$ cat src/rtl/obu_size_back_annotator_unit_macros.svh
// Assertion helpers for the size back-annotator, clocked on clk_i and held off in reset.
`ifndef OBU_SIZE_BACK_ANNOTATOR_UNIT_MACROS_SVH
`define OBU_SIZE_BACK_ANNOTATOR_UNIT_MACROS_SVH

// Same-cycle implication.
`define OBU_SBA_ASSERT_NOW(lbl, ante, cons, msg) \
  lbl: assert property (@(posedge clk_i) disable iff (!rst_ni) (ante) |-> (cons)) \
    else $error(msg);

// Next-cycle implication.
`define OBU_SBA_ASSERT_NEXT(lbl, ante, cons, msg) \
  lbl: assert property (@(posedge clk_i) disable iff (!rst_ni) (ante) |=> (cons)) \
    else $error(msg);

`endif

$ cat src/rtl/obu_sba_pkg.sv
package obu_sba_pkg;

  localparam int WORD_W                = 32;
  localparam int GSB_W                 = 4;
  localparam int SIZE_FIELD_BYTES      = 4;
  localparam int TILE_SIZE_FIELD_BYTES = 4;
  localparam int CFG_IDX_W             = 1;
  localparam int CFG_DATA_W            = 1;
  localparam int QUEUE_DEPTH           = 2;
  localparam int QPTR_W                = $clog2(QUEUE_DEPTH);
  localparam int QCNT_W                = $clog2(QUEUE_DEPTH + 1);

  localparam logic [7:0] LEB_MASK = 8'h7f;
  localparam logic [7:0] LEB_CONT = 8'h80;

  typedef enum logic [CFG_IDX_W-1:0] {
    CFG_ENABLE    = 1'b0,
    CFG_FRAME_OBU = 1'b1
  } cfg_reg_e;

  typedef enum logic {
    ST_WRITTEN    = 1'b0,
    ST_INCOMPLETE = 1'b1
  } status_e;

  // One classified record handed from the front to the back.
  typedef struct packed {
    status_e             status;
    logic                frame_last;
    logic                frame_obu;
    logic                hdr_adj;
    logic [GSB_W-1:0]    gsb;
    logic [WORD_W-1:0]   write_offset;
    logic [WORD_W-1:0]   coded;
    logic [WORD_W-1:0]   hdr_span;
  } job_t;

  // Fixed-length LEB128: 7 payload bits per byte, continuation on all but the last byte.
  function automatic logic [WORD_W-1:0] leb_fixed(input logic [WORD_W-1:0] v);
    logic [WORD_W-1:0] w;
    logic [7:0]        b;
    w = '0;
    for (int k = 0; k < SIZE_FIELD_BYTES; k++) begin
      b = 8'(v >> (7 * k)) & LEB_MASK;
      if (k != SIZE_FIELD_BYTES - 1) begin
        b = b | LEB_CONT;
      end
      w[8*k +: 8] = b;
    end
    return w;
  endfunction

endpackage

$ cat src/rtl/obu_sba_if.sv
interface obu_sba_tile_if;
  import obu_sba_pkg::*;

  logic              valid;
  logic              ready;
  logic [WORD_W-1:0] tile_length;
  logic [WORD_W-1:0] tile_data_size;
  logic [GSB_W-1:0]  group_size_field_bytes;
  logic              first_in_group;
  logic              last_in_group;
  logic              last_in_frame;
  logic [WORD_W-1:0] frame_hdr_offset;

  modport source (
    output valid, tile_length, tile_data_size, group_size_field_bytes,
           first_in_group, last_in_group, last_in_frame, frame_hdr_offset,
    input  ready
  );
  modport sink (
    input  valid, tile_length, tile_data_size, group_size_field_bytes,
           first_in_group, last_in_group, last_in_frame, frame_hdr_offset,
    output ready
  );
endinterface

interface obu_sba_patch_if;
  import obu_sba_pkg::*;

  logic              valid;
  logic              ready;
  logic              status;
  logic [WORD_W-1:0] write_offset;
  logic [WORD_W-1:0] size_field;
  logic              frame_last;

  modport source (
    output valid, status, write_offset, size_field, frame_last,
    input  ready
  );
  modport sink (
    input  valid, status, write_offset, size_field, frame_last,
    output ready
  );
endinterface

$ cat src/rtl/obu_sba_front.sv
module obu_sba_front (
  input  logic                               clk_i,
  input  logic                               rst_ni,
  input  logic                               cfg_we_i,
  input  logic [obu_sba_pkg::CFG_IDX_W-1:0]  cfg_idx_i,
  input  logic [obu_sba_pkg::CFG_DATA_W-1:0] cfg_wdata_i,
  obu_sba_tile_if.sink                       tile,
  output logic                               job_valid_o,
  input  logic                               job_ready_i,
  output obu_sba_pkg::job_t                  job_o
);
  import obu_sba_pkg::*;

  logic              enable_q, frame_obu_q;
  logic              in_frame_q, in_frame_d;
  logic              suppress_q, suppress_d;
  logic [WORD_W-1:0] wp_q, wp_d;
  logic [WORD_W-1:0] gp_q, gp_d;
  logic [WORD_W-1:0] span_q, span_d;

  logic              accept;
  logic [WORD_W-1:0] gsb_ext;
  logic [WORD_W-1:0] wp_first;
  logic [WORD_W-1:0] wp_eff;
  logic [WORD_W-1:0] span_eff;
  logic [WORD_W-1:0] gp_new;
  logic              zero_len;

  always_ff @(posedge clk_i or negedge rst_ni) begin
    if (!rst_ni) begin
      enable_q    <= 1'b0;
      frame_obu_q <= 1'b0;
    end else if (cfg_we_i) begin
      unique case (cfg_idx_i)
        CFG_ENABLE:    enable_q    <= cfg_wdata_i[0];
        CFG_FRAME_OBU: frame_obu_q <= cfg_wdata_i[0];
        default: ;
      endcase
    end
  end

  assign tile.ready = job_ready_i;
  assign accept     = tile.valid && tile.ready;
  assign gsb_ext    = WORD_W'(tile.group_size_field_bytes);
  assign zero_len   = (tile.tile_length == '0);

  always_comb begin
    wp_first = tile.tile_length - tile.tile_data_size - gsb_ext - WORD_W'(SIZE_FIELD_BYTES);
    if (gsb_ext != '0 && !(tile.first_in_group && tile.last_in_group)) begin
      wp_first = wp_first - WORD_W'(TILE_SIZE_FIELD_BYTES);
    end
    if (in_frame_q) begin
      wp_eff   = wp_q;
      span_eff = span_q;
    end else begin
      wp_eff   = frame_obu_q ? tile.frame_hdr_offset : wp_first;
      span_eff = tile.tile_length - tile.tile_data_size;
    end
    if (tile.first_in_group) begin
      gp_new = tile.tile_data_size + gsb_ext
             + (tile.last_in_group ? '0 : WORD_W'(TILE_SIZE_FIELD_BYTES));
    end else begin
      gp_new = gp_q + tile.tile_length;
    end
  end

  // Emit on a zero-length record or a group end while enabled, unless the frame is silenced.
  assign job_valid_o = tile.valid && enable_q && !suppress_q
                     && (zero_len || tile.last_in_group);

  always_comb begin
    job_o              = '0;
    job_o.status       = zero_len ? ST_INCOMPLETE : ST_WRITTEN;
    job_o.frame_last   = zero_len || tile.last_in_frame;
    job_o.frame_obu    = frame_obu_q;
    job_o.hdr_adj      = (gsb_ext != '0) && !tile.first_in_group;
    job_o.gsb          = tile.group_size_field_bytes;
    job_o.write_offset = wp_eff;
    job_o.coded        = gp_new;
    job_o.hdr_span     = span_eff;
  end

  always_comb begin
    in_frame_d = in_frame_q;
    suppress_d = suppress_q;
    wp_d       = wp_q;
    gp_d       = gp_q;
    span_d     = span_q;
    if (accept && enable_q) begin
      if (!suppress_q) begin
        in_frame_d = 1'b1;
        span_d     = span_eff;
        wp_d       = wp_eff;
        if (zero_len) begin
          suppress_d = 1'b1;
        end else if (tile.last_in_group) begin
          wp_d = wp_eff + gp_new + WORD_W'(SIZE_FIELD_BYTES + 1);
          gp_d = '0;
        end else begin
          gp_d = gp_new;
        end
      end
      if (tile.last_in_frame) begin
        in_frame_d = 1'b0;
        suppress_d = 1'b0;
        wp_d       = '0;
        gp_d       = '0;
      end
    end
  end

  always_ff @(posedge clk_i or negedge rst_ni) begin
    if (!rst_ni) begin
      in_frame_q <= 1'b0;
      suppress_q <= 1'b0;
      wp_q       <= '0;
      gp_q       <= '0;
      span_q     <= '0;
    end else begin
      in_frame_q <= in_frame_d;
      suppress_q <= suppress_d;
      wp_q       <= wp_d;
      gp_q       <= gp_d;
      span_q     <= span_d;
    end
  end

endmodule

$ cat src/rtl/obu_sba_queue.sv
module obu_sba_queue (
  input  logic              clk_i,
  input  logic              rst_ni,
  input  logic              push_valid_i,
  output logic              push_ready_o,
  input  obu_sba_pkg::job_t push_job_i,
  output logic              pop_valid_o,
  input  logic              pop_ready_i,
  output obu_sba_pkg::job_t pop_job_o
);
  import obu_sba_pkg::*;

  job_t              mem_q [QUEUE_DEPTH];
  logic [QPTR_W-1:0] wr_ptr_q, rd_ptr_q;
  logic [QCNT_W-1:0] count_q, count_d;
  logic              push, pop;

  assign push_ready_o = (count_q != QCNT_W'(QUEUE_DEPTH));
  assign pop_valid_o  = (count_q != '0);
  assign pop_job_o    = mem_q[rd_ptr_q];
  assign push         = push_valid_i && push_ready_o;
  assign pop          = pop_valid_o && pop_ready_i;

  always_comb begin
    count_d = count_q;
    if (push && !pop) begin
      count_d = count_q + 1'b1;
    end else if (pop && !push) begin
      count_d = count_q - 1'b1;
    end
  end

  always_ff @(posedge clk_i) begin
    if (push) begin
      mem_q[wr_ptr_q] <= push_job_i;
    end
  end

  always_ff @(posedge clk_i or negedge rst_ni) begin
    if (!rst_ni) begin
      wr_ptr_q <= '0;
      rd_ptr_q <= '0;
      count_q  <= '0;
    end else begin
      if (push) begin
        wr_ptr_q <= wr_ptr_q + 1'b1;
      end
      if (pop) begin
        rd_ptr_q <= rd_ptr_q + 1'b1;
      end
      count_q <= count_d;
    end
  end

endmodule

$ cat src/rtl/obu_sba_back.sv
module obu_sba_back (
  input  logic              clk_i,
  input  logic              rst_ni,
  input  logic              job_valid_i,
  output logic              job_ready_o,
  input  obu_sba_pkg::job_t job_i,
  obu_sba_patch_if.source   patch
);
  import obu_sba_pkg::*;

  logic              out_valid_q;
  logic              status_q, status_d;
  logic              last_q, last_d;
  logic [WORD_W-1:0] offset_q, offset_d;
  logic [WORD_W-1:0] size_q, size_d;
  logic [WORD_W-1:0] payload;
  logic              pop;

  assign job_ready_o = !out_valid_q || patch.ready;
  assign pop         = job_valid_i && job_ready_o;

  always_comb begin
    payload = job_i.coded;
    if (job_i.frame_obu) begin
      // Add the derived frame-header size plus one.
      payload = job_i.coded + job_i.hdr_span - job_i.write_offset - WORD_W'(job_i.gsb)
              - WORD_W'(SIZE_FIELD_BYTES)
              - (job_i.hdr_adj ? WORD_W'(TILE_SIZE_FIELD_BYTES) : '0);
    end
    status_d = job_i.status;
    last_d   = job_i.frame_last;
    if (job_i.status == ST_INCOMPLETE) begin
      offset_d = '0;
      size_d   = '0;
    end else begin
      offset_d = job_i.write_offset;
      size_d   = leb_fixed(payload);
    end
  end

  always_ff @(posedge clk_i) begin
    if (pop) begin
      status_q <= status_d;
      last_q   <= last_d;
      offset_q <= offset_d;
      size_q   <= size_d;
    end
  end

  always_ff @(posedge clk_i or negedge rst_ni) begin
    if (!rst_ni) begin
      out_valid_q <= 1'b0;
    end else if (job_ready_o) begin
      out_valid_q <= job_valid_i;
    end
  end

  assign patch.valid        = out_valid_q;
  assign patch.status       = status_q;
  assign patch.write_offset = offset_q;
  assign patch.size_field   = size_q;
  assign patch.frame_last   = last_q;

endmodule

$ cat src/rtl/obu_size_back_annotator_unit.sv
// Tile group size back-annotator. Feed one tile-size record per word on tile_i; for every
// tile group end the block returns on patch_o the byte offset of that group's OBU size field
// and the fixed four-byte LEB128 word to write there (payload bits above 27 dropped), with
// frame_last marking the frame's final result. A zero-length tile returns one status=1
// word and silences the frame until its last_in_frame record. With enable low, records
// are taken and dropped. Rate: one record per cycle, sustained unless patch_o stalls; the
// front updates the running write pointer and group sum of each record in the cycle it is
// accepted, and that single add chain sets the pace. A result goes via the two-entry
// queue and the output register to patch_o. The user must write config registers (index 0
// enable, index 1 frame_obu_mode) only while idle; the block does not enforce it.
`include "obu_size_back_annotator_unit_macros.svh"

module obu_size_back_annotator_unit (
  input  logic                               clk_i,
  input  logic                               rst_ni,
  input  logic                               cfg_we_i,
  input  logic [obu_sba_pkg::CFG_IDX_W-1:0]  cfg_idx_i,
  input  logic [obu_sba_pkg::CFG_DATA_W-1:0] cfg_wdata_i,
  obu_sba_tile_if.sink                       tile_i,
  obu_sba_patch_if.source                    patch_o
);
  import obu_sba_pkg::*;

  // Front to queue.
  logic push_valid, push_ready;
  job_t push_job;
  // Queue to back.
  logic pop_valid, pop_ready;
  job_t pop_job;

  // Classify each record and advance frame state.
  obu_sba_front u_front (
    .clk_i       (clk_i),
    .rst_ni      (rst_ni),
    .cfg_we_i    (cfg_we_i),
    .cfg_idx_i   (cfg_idx_i),
    .cfg_wdata_i (cfg_wdata_i),
    .tile        (tile_i),
    .job_valid_o (push_valid),
    .job_ready_i (push_ready),
    .job_o       (push_job)
  );

  // Hold classified words so front and back stall independently.
  obu_sba_queue u_queue (
    .clk_i        (clk_i),
    .rst_ni       (rst_ni),
    .push_valid_i (push_valid),
    .push_ready_o (push_ready),
    .push_job_i   (push_job),
    .pop_valid_o  (pop_valid),
    .pop_ready_i  (pop_ready),
    .pop_job_o    (pop_job)
  );

  // Derive header size, encode LEB128 and register the result word.
  obu_sba_back u_back (
    .clk_i       (clk_i),
    .rst_ni      (rst_ni),
    .job_valid_i (pop_valid),
    .job_ready_o (pop_ready),
    .job_i       (pop_job),
    .patch       (patch_o)
  );

  // An incomplete-frame word carries no offset or size and always ends the frame.
  `OBU_SBA_ASSERT_NOW(a_incomplete_word, patch_o.valid && patch_o.status, patch_o.write_offset == '0 && patch_o.size_field == '0 && patch_o.frame_last, "incomplete word carries data")

  // A written size field has continuation on bytes 0..2 and none on byte 3.
  `OBU_SBA_ASSERT_NOW(a_leb_form, patch_o.valid && !patch_o.status, patch_o.size_field[7] && patch_o.size_field[15] && patch_o.size_field[23] && !patch_o.size_field[31], "malformed LEB128 word")

  // A word popped from the queue must show up on the output next cycle.
  `OBU_SBA_ASSERT_NEXT(a_pop_lands, pop_valid && pop_ready, patch_o.valid, "popped word lost")

  // An accepted record that produces a result must find room in the queue.
  `OBU_SBA_ASSERT_NOW(a_push_room, tile_i.valid && tile_i.ready && push_valid, push_ready, "result dropped at queue")

endmodule

$ cat src/flat_wrapper.sv
// flat-port wrapper written by rule: the top's interface ports become plain ports
module obu_size_back_annotator_unit_flat import obu_sba_pkg::*;
  (clk_i, rst_ni, cfg_we_i, cfg_idx_i, cfg_wdata_i, tile_i_valid, tile_i_tile_length, tile_i_tile_data_size, tile_i_group_size_field_bytes, tile_i_first_in_group, tile_i_last_in_group, tile_i_last_in_frame, tile_i_frame_hdr_offset, tile_i_ready, patch_o_valid, patch_o_status, patch_o_write_offset, patch_o_size_field, patch_o_frame_last, patch_o_ready);
  obu_sba_tile_if tile_i_i ();
  obu_sba_patch_if patch_o_i ();
  input  logic clk_i;
  input  logic rst_ni;
  input  logic cfg_we_i;
  input  logic [obu_sba_pkg::CFG_IDX_W-1:0] cfg_idx_i;
  input  logic [obu_sba_pkg::CFG_DATA_W-1:0] cfg_wdata_i;
  input wire logic [$bits(tile_i_i.valid)-1:0] tile_i_valid;
  input wire logic [$bits(tile_i_i.tile_length)-1:0] tile_i_tile_length;
  input wire logic [$bits(tile_i_i.tile_data_size)-1:0] tile_i_tile_data_size;
  input wire logic [$bits(tile_i_i.group_size_field_bytes)-1:0] tile_i_group_size_field_bytes;
  input wire logic [$bits(tile_i_i.first_in_group)-1:0] tile_i_first_in_group;
  input wire logic [$bits(tile_i_i.last_in_group)-1:0] tile_i_last_in_group;
  input wire logic [$bits(tile_i_i.last_in_frame)-1:0] tile_i_last_in_frame;
  input wire logic [$bits(tile_i_i.frame_hdr_offset)-1:0] tile_i_frame_hdr_offset;
  output wire logic [$bits(tile_i_i.ready)-1:0] tile_i_ready;
  output wire logic [$bits(patch_o_i.valid)-1:0] patch_o_valid;
  output wire logic [$bits(patch_o_i.status)-1:0] patch_o_status;
  output wire logic [$bits(patch_o_i.write_offset)-1:0] patch_o_write_offset;
  output wire logic [$bits(patch_o_i.size_field)-1:0] patch_o_size_field;
  output wire logic [$bits(patch_o_i.frame_last)-1:0] patch_o_frame_last;
  input wire logic [$bits(patch_o_i.ready)-1:0] patch_o_ready;
  assign tile_i_i.valid = tile_i_valid;
  assign tile_i_i.tile_length = tile_i_tile_length;
  assign tile_i_i.tile_data_size = tile_i_tile_data_size;
  assign tile_i_i.group_size_field_bytes = tile_i_group_size_field_bytes;
  assign tile_i_i.first_in_group = tile_i_first_in_group;
  assign tile_i_i.last_in_group = tile_i_last_in_group;
  assign tile_i_i.last_in_frame = tile_i_last_in_frame;
  assign tile_i_i.frame_hdr_offset = tile_i_frame_hdr_offset;
  assign tile_i_ready = tile_i_i.ready;
  assign patch_o_valid = patch_o_i.valid;
  assign patch_o_status = patch_o_i.status;
  assign patch_o_write_offset = patch_o_i.write_offset;
  assign patch_o_size_field = patch_o_i.size_field;
  assign patch_o_frame_last = patch_o_i.frame_last;
  assign patch_o_i.ready = patch_o_ready;
  obu_size_back_annotator_unit u_core (.clk_i(clk_i), .rst_ni(rst_ni), .cfg_we_i(cfg_we_i), .cfg_idx_i(cfg_idx_i), .cfg_wdata_i(cfg_wdata_i), .tile_i(tile_i_i), .patch_o(patch_o_i));
endmodule
$ cat config.mk
export PLATFORM = sky130hd
export DESIGN_NAME = obu_size_back_annotator_unit_flat
export DESIGN_NICKNAME = d
export VERILOG_FILES = /design/src/rtl/obu_sba_pkg.sv /design/src/rtl/obu_sba_if.sv /design/src/rtl/obu_sba_front.sv /design/src/rtl/obu_sba_queue.sv /design/src/rtl/obu_sba_back.sv /design/src/rtl/obu_size_back_annotator_unit.sv /design/src/flat_wrapper.sv
export VERILOG_INCLUDE_DIRS = /design/src /design/src/rtl
export SDC_FILE = /design/constraint.sdc
export NUM_CORES = 1
export LEC_CHECK = 0
export BUFFER_PORTS_ARGS = -buffer_cell sky130_fd_sc_hd__buf_2
export CAP_MARGIN = 20
export CORE_MARGIN = 10
export CORE_UTILIZATION = 67
export DETAILED_ROUTE_END_ITERATION = 10
export GPL_TIMING_DRIVEN = 0
export HOLD_SLACK_MARGIN = 0.03
export PLACE_DENSITY = 0.87
export SLEW_MARGIN = 20
export SYNTH_ARGS = -nofsm -noshare
export SYNTH_HDL_FRONTEND = slang
export SYNTH_SLANG_ARGS = --single-unit
$ cat constraint.sdc
create_clock -name clk_i -period 14 [get_ports clk_i]
set_input_delay 4.2 -clock clk_i [delete_from_list [all_inputs] [get_ports clk_i]]
set_output_delay 4.2 -clock clk_i [all_outputs]
set_load 0.02 [all_outputs]
Word level (Yosys, flattened, before mapping)
Memory sizes are Yosys's and may differ from the RTL's.
Cells that the tools add are included.

storage, ports and cells
  word-level logic and storage cells = 96
  memories = 1
  output and inout port bits = 68
  register bits after elaboration = 171
  bits in writable memories = 208

cells by class
  bitwise operators = 2
  eq/ne operators = 3
  $add $sub $neg = 18
  multiplexer cells = 26
  reductions and logical operators = 30

memory list
  name                  words  bits a word  read ports  clocked after memory_dff  wr ports  line                 text
  u_core.u_queue.mem_q  2      104          1           0                         1         obu_sba_queue.sv:13  job_t mem_q [QUEUE_DEPTH];

operators with widths
  cell                     count
  $mux W32                 13
  $add A32 B32 Y32         2
  $sub A32 B3 Y32 const B  2
  $add A32 B3 Y32          1
  $add A32 B3 Y32 const B  1
  $add A32 B4 Y32          1
  $logic_not A32 Y1        1
  $reduce_bool A32 Y1      1
  $sub A32 B32 Y32         1
  $sub A32 B4 Y32          1
  $add A28 B28 Y28         1
  $mux W28                 1
  $sub A28 B28 Y28         1
  $sub A28 B3 Y28          1
  $sub A28 B3 Y28 const B  1
  $sub A28 B4 Y28          1
  $mux W24                 1
  $logic_and A1 B1 Y1      12
  $reduce_and A2 Y1        4
  $mux W1                  7
  $logic_not A1 Y1         6
  $mux W3                  2
  $ne A2 B2 Y1 const B     3
  $mux W2                  2
  other kinds (7)          12

Logic depth before layout (Yosys ltp)
  word-level depth = 13
  mapped depth = 37

Cells and area by module
Synthesis repeated with hierarchy kept, for this count alone.

unflattened totals
  cell total of the unflattened synthesis = 2659
  area total of the unflattened synthesis = 27093.5 µm²

by module, submodules not included
  module         seq. area each (µm²)  cells each  instances  area each (µm²)
  obu_sba_front  2502.4                1743        1          13400.4
  obu_sba_queue  6346.1                342         1          7950.1
  obu_sba_back   1916.8                574         1          5743.0

Worst setup path after synthesis
Ideal clock, no wire load.

  path kind = input-to-reg
  start = input port tile_i_tile_length[25]
  end = memory u_core.u_queue.mem_q[0][0] (netlist name) (enable)
  data required time = 13332 ps
  buffers on the path = 0
  stages on the path = 5
  arrival = 11467 ps
  setup slack = 1865 ps
  cells stage by stage = nor4_1 nand4_1 nor2_1 nor2_1 nor3_1

between the ends
  word-level cells in the longest chain between the ends = 6

RTL lines
  what                           line                 text
  from (decl)                    flat_wrapper.sv:12   input wire logic [$bits(tile_i_i.tile_length)-1:0] tile_i_tile_length;
  $logic_not A32 Y1              obu_sba_front.sv:45  assign zero_len = (tile.tile_length == '0);
  $logic_or A1 B1 Y1             obu_sba_front.sv:69  && (zero_len || tile.last_in_group);
  $logic_and A1 B1 Y1            obu_sba_front.sv:69
  $logic_and A1 B1 Y1            obu_sba_queue.sv:21  assign push = push_valid_i && push_ready_o;
  $mux W1                        obu_sba_queue.sv:34  if (push) begin
  $mux W1 (implied by the code)  obu_sba_queue.sv:35  mem_q[wr_ptr_q] <= push_job_i;
  to (decl)                      obu_sba_queue.sv:13

Every way passes these cells.

==> impl_summary.md <==
Outcome
The run finished with clean final reports.

Yosys
Summing the sequential cell areas from Yosys gives 40.0% of the chip area. Counting distinct cell types in the post-synthesis netlist gives 97. The fraction of registers with async set/reset is 28.4%. During synthesis, Yosys emitted a total of 0 warnings. The most used flip-flop cell after synthesis is edfxtp_1. Counting flops with a built-in enable in the synthesized netlist gives 255. The summed instance area of the synthesized netlist is 0.0255 mm^2. The number of nets in the synthesized netlist is 2946.

The flop and latch count out of synthesis is 356. The synthesized area per cell is 9.87 um^2. The cell count after synthesis came out at 2580.

Power
The clock network is responsible for 13.8% of the overall power. Net switching is 46.5% of the power. The combinational group share of total power is 64.3%. Summed over all nets, the switching power comes to 3.42 mW. The worst vdd rail ir drop is 157 uV. The internal power consumption is 3.94 mW. The sequential fraction of design power is 22.0%. The analysis attributes to cell leakage a power of 12.1 nW. The power density normalized to cell area is 259 mW/mm^2.

Floorplan
The area of the die is 0.0462 mm^2. For this design the top-level I/O count stands at 178. The initialized floorplan defines 71 standard-cell rows. The width of the die is 215 um. The die is 215 um tall. The region available for standard cell placement spans 0.0376 mm^2. The initial utilization of the core area, before any placement, comes to 67.8%.

Worst hold path
The worst hold-check path type is flop to flop.

Clock network
The number of CTS-inserted buffers is 39. The clock tree from TritonCTS is yes. At the later pin of the worst-skew pair, clock insertion delay measures 580 ps. After clock tree synthesis, the clock-pin slew on the worst setup and hold paths is 60 ps. The number of cells upsized or downsized after cts is 0. After clock tree synthesis, the flow added hold-fix buffers numbering 0. The clock tree buffer depth is 3. The clock drives 356 sinks. The H-tree generated during clock tree synthesis spans 2 levels. The tree is rooted in a clkbuf_16. Buffers added to address setup during post-CTS repair amount to 0.

GRT
The global-route wire length before repair is 120 mm. The maximum number of pins on one net before global-route repair is 68. The number of antenna violations at the first check in global routing is 4. The total routing resource utilization after global routing is 32.7%. The via count of the first global-routing pass is 21800. For this run the aggregate overflow at the end of global routing stands at 0.

Cells and area
In the final layout, the multi-input gates occupy 0.0142 mm^2. The number of cells in the finished layout apart from fillers is 3348. At the end of the flow, the number of nets in the layout was 3175. The area growth from synthesis to layout is 11.5%. The register area is 0.0102 mm^2. The finished cells cover 0.0284 mm^2. The filler cell count in the final layout is 2584. 0 antenna diodes ended up in the layout. The fraction of final layout cells sized beyond drive strength 1 is 13.2%.

Flow run
The number of max-cap violations is 0.

Route
The wire length per cell is 23.1 um. The first detailed-routing pass ran for 6 iterations. The final wirelength is 77.4 mm. In this run, the number of DRC markers left after iteration 0 of detailed routing was 1964. The detailed-route DRC error count is 0.

The remaining antenna violation count is 0. Detailed routing inserted a total of 21300 vias. The via count normalized by instance count is 6.37.

Placement
The sum of net half-perimeters after detailed placement is 60.4 mm. The placed cell count is 3279. The congestion estimate from routability-driven global placement came to 0.937. In this run the cell area measured after placement is 0.0271 mm^2. In this run the tool buffered the top-level ports with 176 buffer cells.

Timing
The final critical path takes up 89.8% of the cycle. The final count of negative-setup-slack endpoints is 0. At the pin with the least slew margin, the transition time is 1250 ps. The worst pin sits at a relative slew slack of 16.0%. Setup repair after global routing left no endpoint under its margin. Hold timing on the final database bottoms out at a slack of 472 ps.

The worst clock skew is 22.2 ps. The count of final hold-check violations is 0. The post-route minimum period is 12570 ps.

Based on the critical path, the design can be clocked at up to 79.6 MHz. The number of slew-limit violations in the final report was 0.

Setup path
On the worst path, the slowest cell contributes a delay of 650 ps. The count of buffer and inverter cells on the critical path is 3. STA puts the critical path data required time at 14440 ps. The critical path data arrival time is 13010 ps. The endpoint class of the critical path is a flop. The critical path's most frequent cell is a21oi_1. The worst register-to-register path has a depth of 25. Setup slack on the worst reg-to-reg path comes out at 5170 ps. The category of the critical setup timing path is input pin to flop. The worst setup path startpoint is tile_i_tile_data_size[1]. The worst register-to-register path ends at u_core.u_back.patch.size_field[30]$_SDFFCE_PP0P_.

The critical register-to-register path startpoint is u_core.u_queue.rd_ptr_q$_DFFE_PN0P_. The kind of cell with the highest combined delay along the critical path is compound AO/OA/AOI/OAI gates. The cell with the biggest individual delay on the critical path is a2111oi_1. STA classifies the critical path startpoint as an input pin. The endpoint of the most critical setup path is u_core.u_front.wp_q[31]$_DFFE_PN0P_. In this run the worst path has a maximum fanout of 7. Counting buffers and inverters, the worst setup path is 36 cells deep.
-- layout make-up --
class | instances | area share (%)
Timing Repair Buffer | 188 | 3.60
Tap cell | 511 | 2.25
Multi-Input combinational cell | 1951 | 50.1
Clock inverter | 19 | 0.564
Clock buffer | 50 | 3.83
Sequential cell | 356 | 35.9
Inverter | 171 | 2.27
Buffer | 102 | 1.48
-- power groups by stage --
stage	Clock, mW	Sequential (mW)	Combinational [mW]
after detailed placement	0	1.63	4.50
final	1.01	1.62	4.74
after global routing	1.05	1.64	5.16
after floorplan	0	1.74	3.27
after global placement	0	1.63	4.23
after CTS	1.02	1.62	4.60
-- flip-flops by register name, summed over array words and instances (netlist names), 2 cells and up --
| register | cells |
|---|---|
| u_core.u_front.wp_q | 32 |
| u_core.u_queue.mem_q | 192 |
| u_core.u_back.patch.size_field | 29 |
| u_core.u_back.patch.write_offset | 32 |
| u_core.u_front.gp_q | 32 |
| u_core.u_queue.count_q | 2 |
| u_core.u_front.span_q | 28 |
-- stage by stage --
stage	total power, mW	worst slack [ps]	setup TNS, ps	util, %
after global routing	7.85	901	0	75.6
after global placement	5.86	-2320	-221050	71.8
final	7.37	1430	0	75.6
after floorplan	5.00	1860	0	-
after detailed placement	6.13	1300	0	72.2
after CTS	7.24	1730	0	75.6
-- placed cells by master, fill, tap and decap left out, types with 16 or more instances in the layout --
cell type / count
a211oi_1: 19
a21o_1: 43
a21oi_1: 174
a22o_1: 30
and3_1: 16
buf_2: 188
clkbuf_1: 77
clkbuf_16: 40
dfrtp_1: 101
edfxtp_1: 255
fa_1: 38
ha_1: 218
inv_1: 170
mux2_2: 63
mux2i_1: 72
nand2_1: 252
nand2b_1: 33
nand3_1: 44
nand4_1: 30
nor2_1: 200
nor2b_1: 56
nor3_1: 48
nor4_1: 26
o211ai_1: 21
o21a_1: 34
o21ai_0: 128
xnor2_1: 126
xor2_1: 50
-- per-layer routing --
| metal | GRT usage (%) | part of all wire (%) | routed length [um] |
|---|---|---|---|
| met2 | 54.3 | 47 | 36400 |
| met3 | 5.74 | 9.1 | 7050 |
| met5 | 0 | 0.044 | 34 |
| met1 | 39.8 | 38 | 29500 |
| met4 | 18.4 | 5.7 | 4400 |
-- synth_stat cells, drive strengths merged, types with 15 or more instances --
library cell	n	area [um^2]
nand4	32	213
fa	38	761
nand2b	33	206
a21o	43	323
xor2	50	438
nor2	200	751
o31ai	15	113
nor3	49	245
o21ai	143	727
and3	16	100
nor2b	57	364
edfxtp	255	7660
dfrtp	101	2530
mux2	63	709
nand2	252	946
a211oi	20	163
clkbuf	74	280
mux2i	72	721
inv	171	642
o211ai	21	158
buf	28	140
xnor2	126	1100
a22o	30	263
nor4	30	230
nand3	45	230
o21a	34	255
a21oi	176	888
ha	218	2730
-- tightest hold or removal path, stage by stage (launching register included) --
cell,delay (ps)
dfrtp_1,340
nand2_1,50
nand2_1,50
-- how the worst min path moves through the flow --
| stage | start | endpoint | slack [ps] | cells past startpoint |
|---|---|---|---|---|
| detailed placement | u_core.u_front.span_q[8]$_DFFE_PN0P_ | u_core.u_front.span_q[8]$_DFFE_PN0P_ | 460 | 2 |
| global route | u_core.u_front.span_q[26]$_DFFE_PN0P_ | u_core.u_front.span_q[26]$_DFFE_PN0P_ | 490 | 2 |
| floorplan | u_core.u_front.span_q[16]$_DFFE_PN0P_ | u_core.u_front.span_q[16]$_DFFE_PN0P_ | 440 | 2 |
| CTS | u_core.u_front.span_q[26]$_DFFE_PN0P_ | u_core.u_front.span_q[26]$_DFFE_PN0P_ | 480 | 2 |
| finish | u_core.u_front.span_q[8]$_DFFE_PN0P_ | u_core.u_front.span_q[8]$_DFFE_PN0P_ | 470 | 2 |
| global placement | u_core.u_front.span_q[22]$_DFFE_PN0P_ | u_core.u_front.span_q[22]$_DFFE_PN0P_ | 450 | 2 |
-- kinds of logic after synthesis --
logic type               count (synthesis)  share of synthesized area [%]
AND/OR/NAND/NOR                        790                           15.1
buffers and inverters                  273                           4.17
multiplexers                           135                           5.61
flip-flops                             356                           40.0
AO/OA/AOI/OAI                          593                           15.4
XOR/XNOR                               176                           6.05
other                                    1                         0.0147
adder cells (fa/ha/maj)                256                           13.7
(Power assumes the default switching activity.)
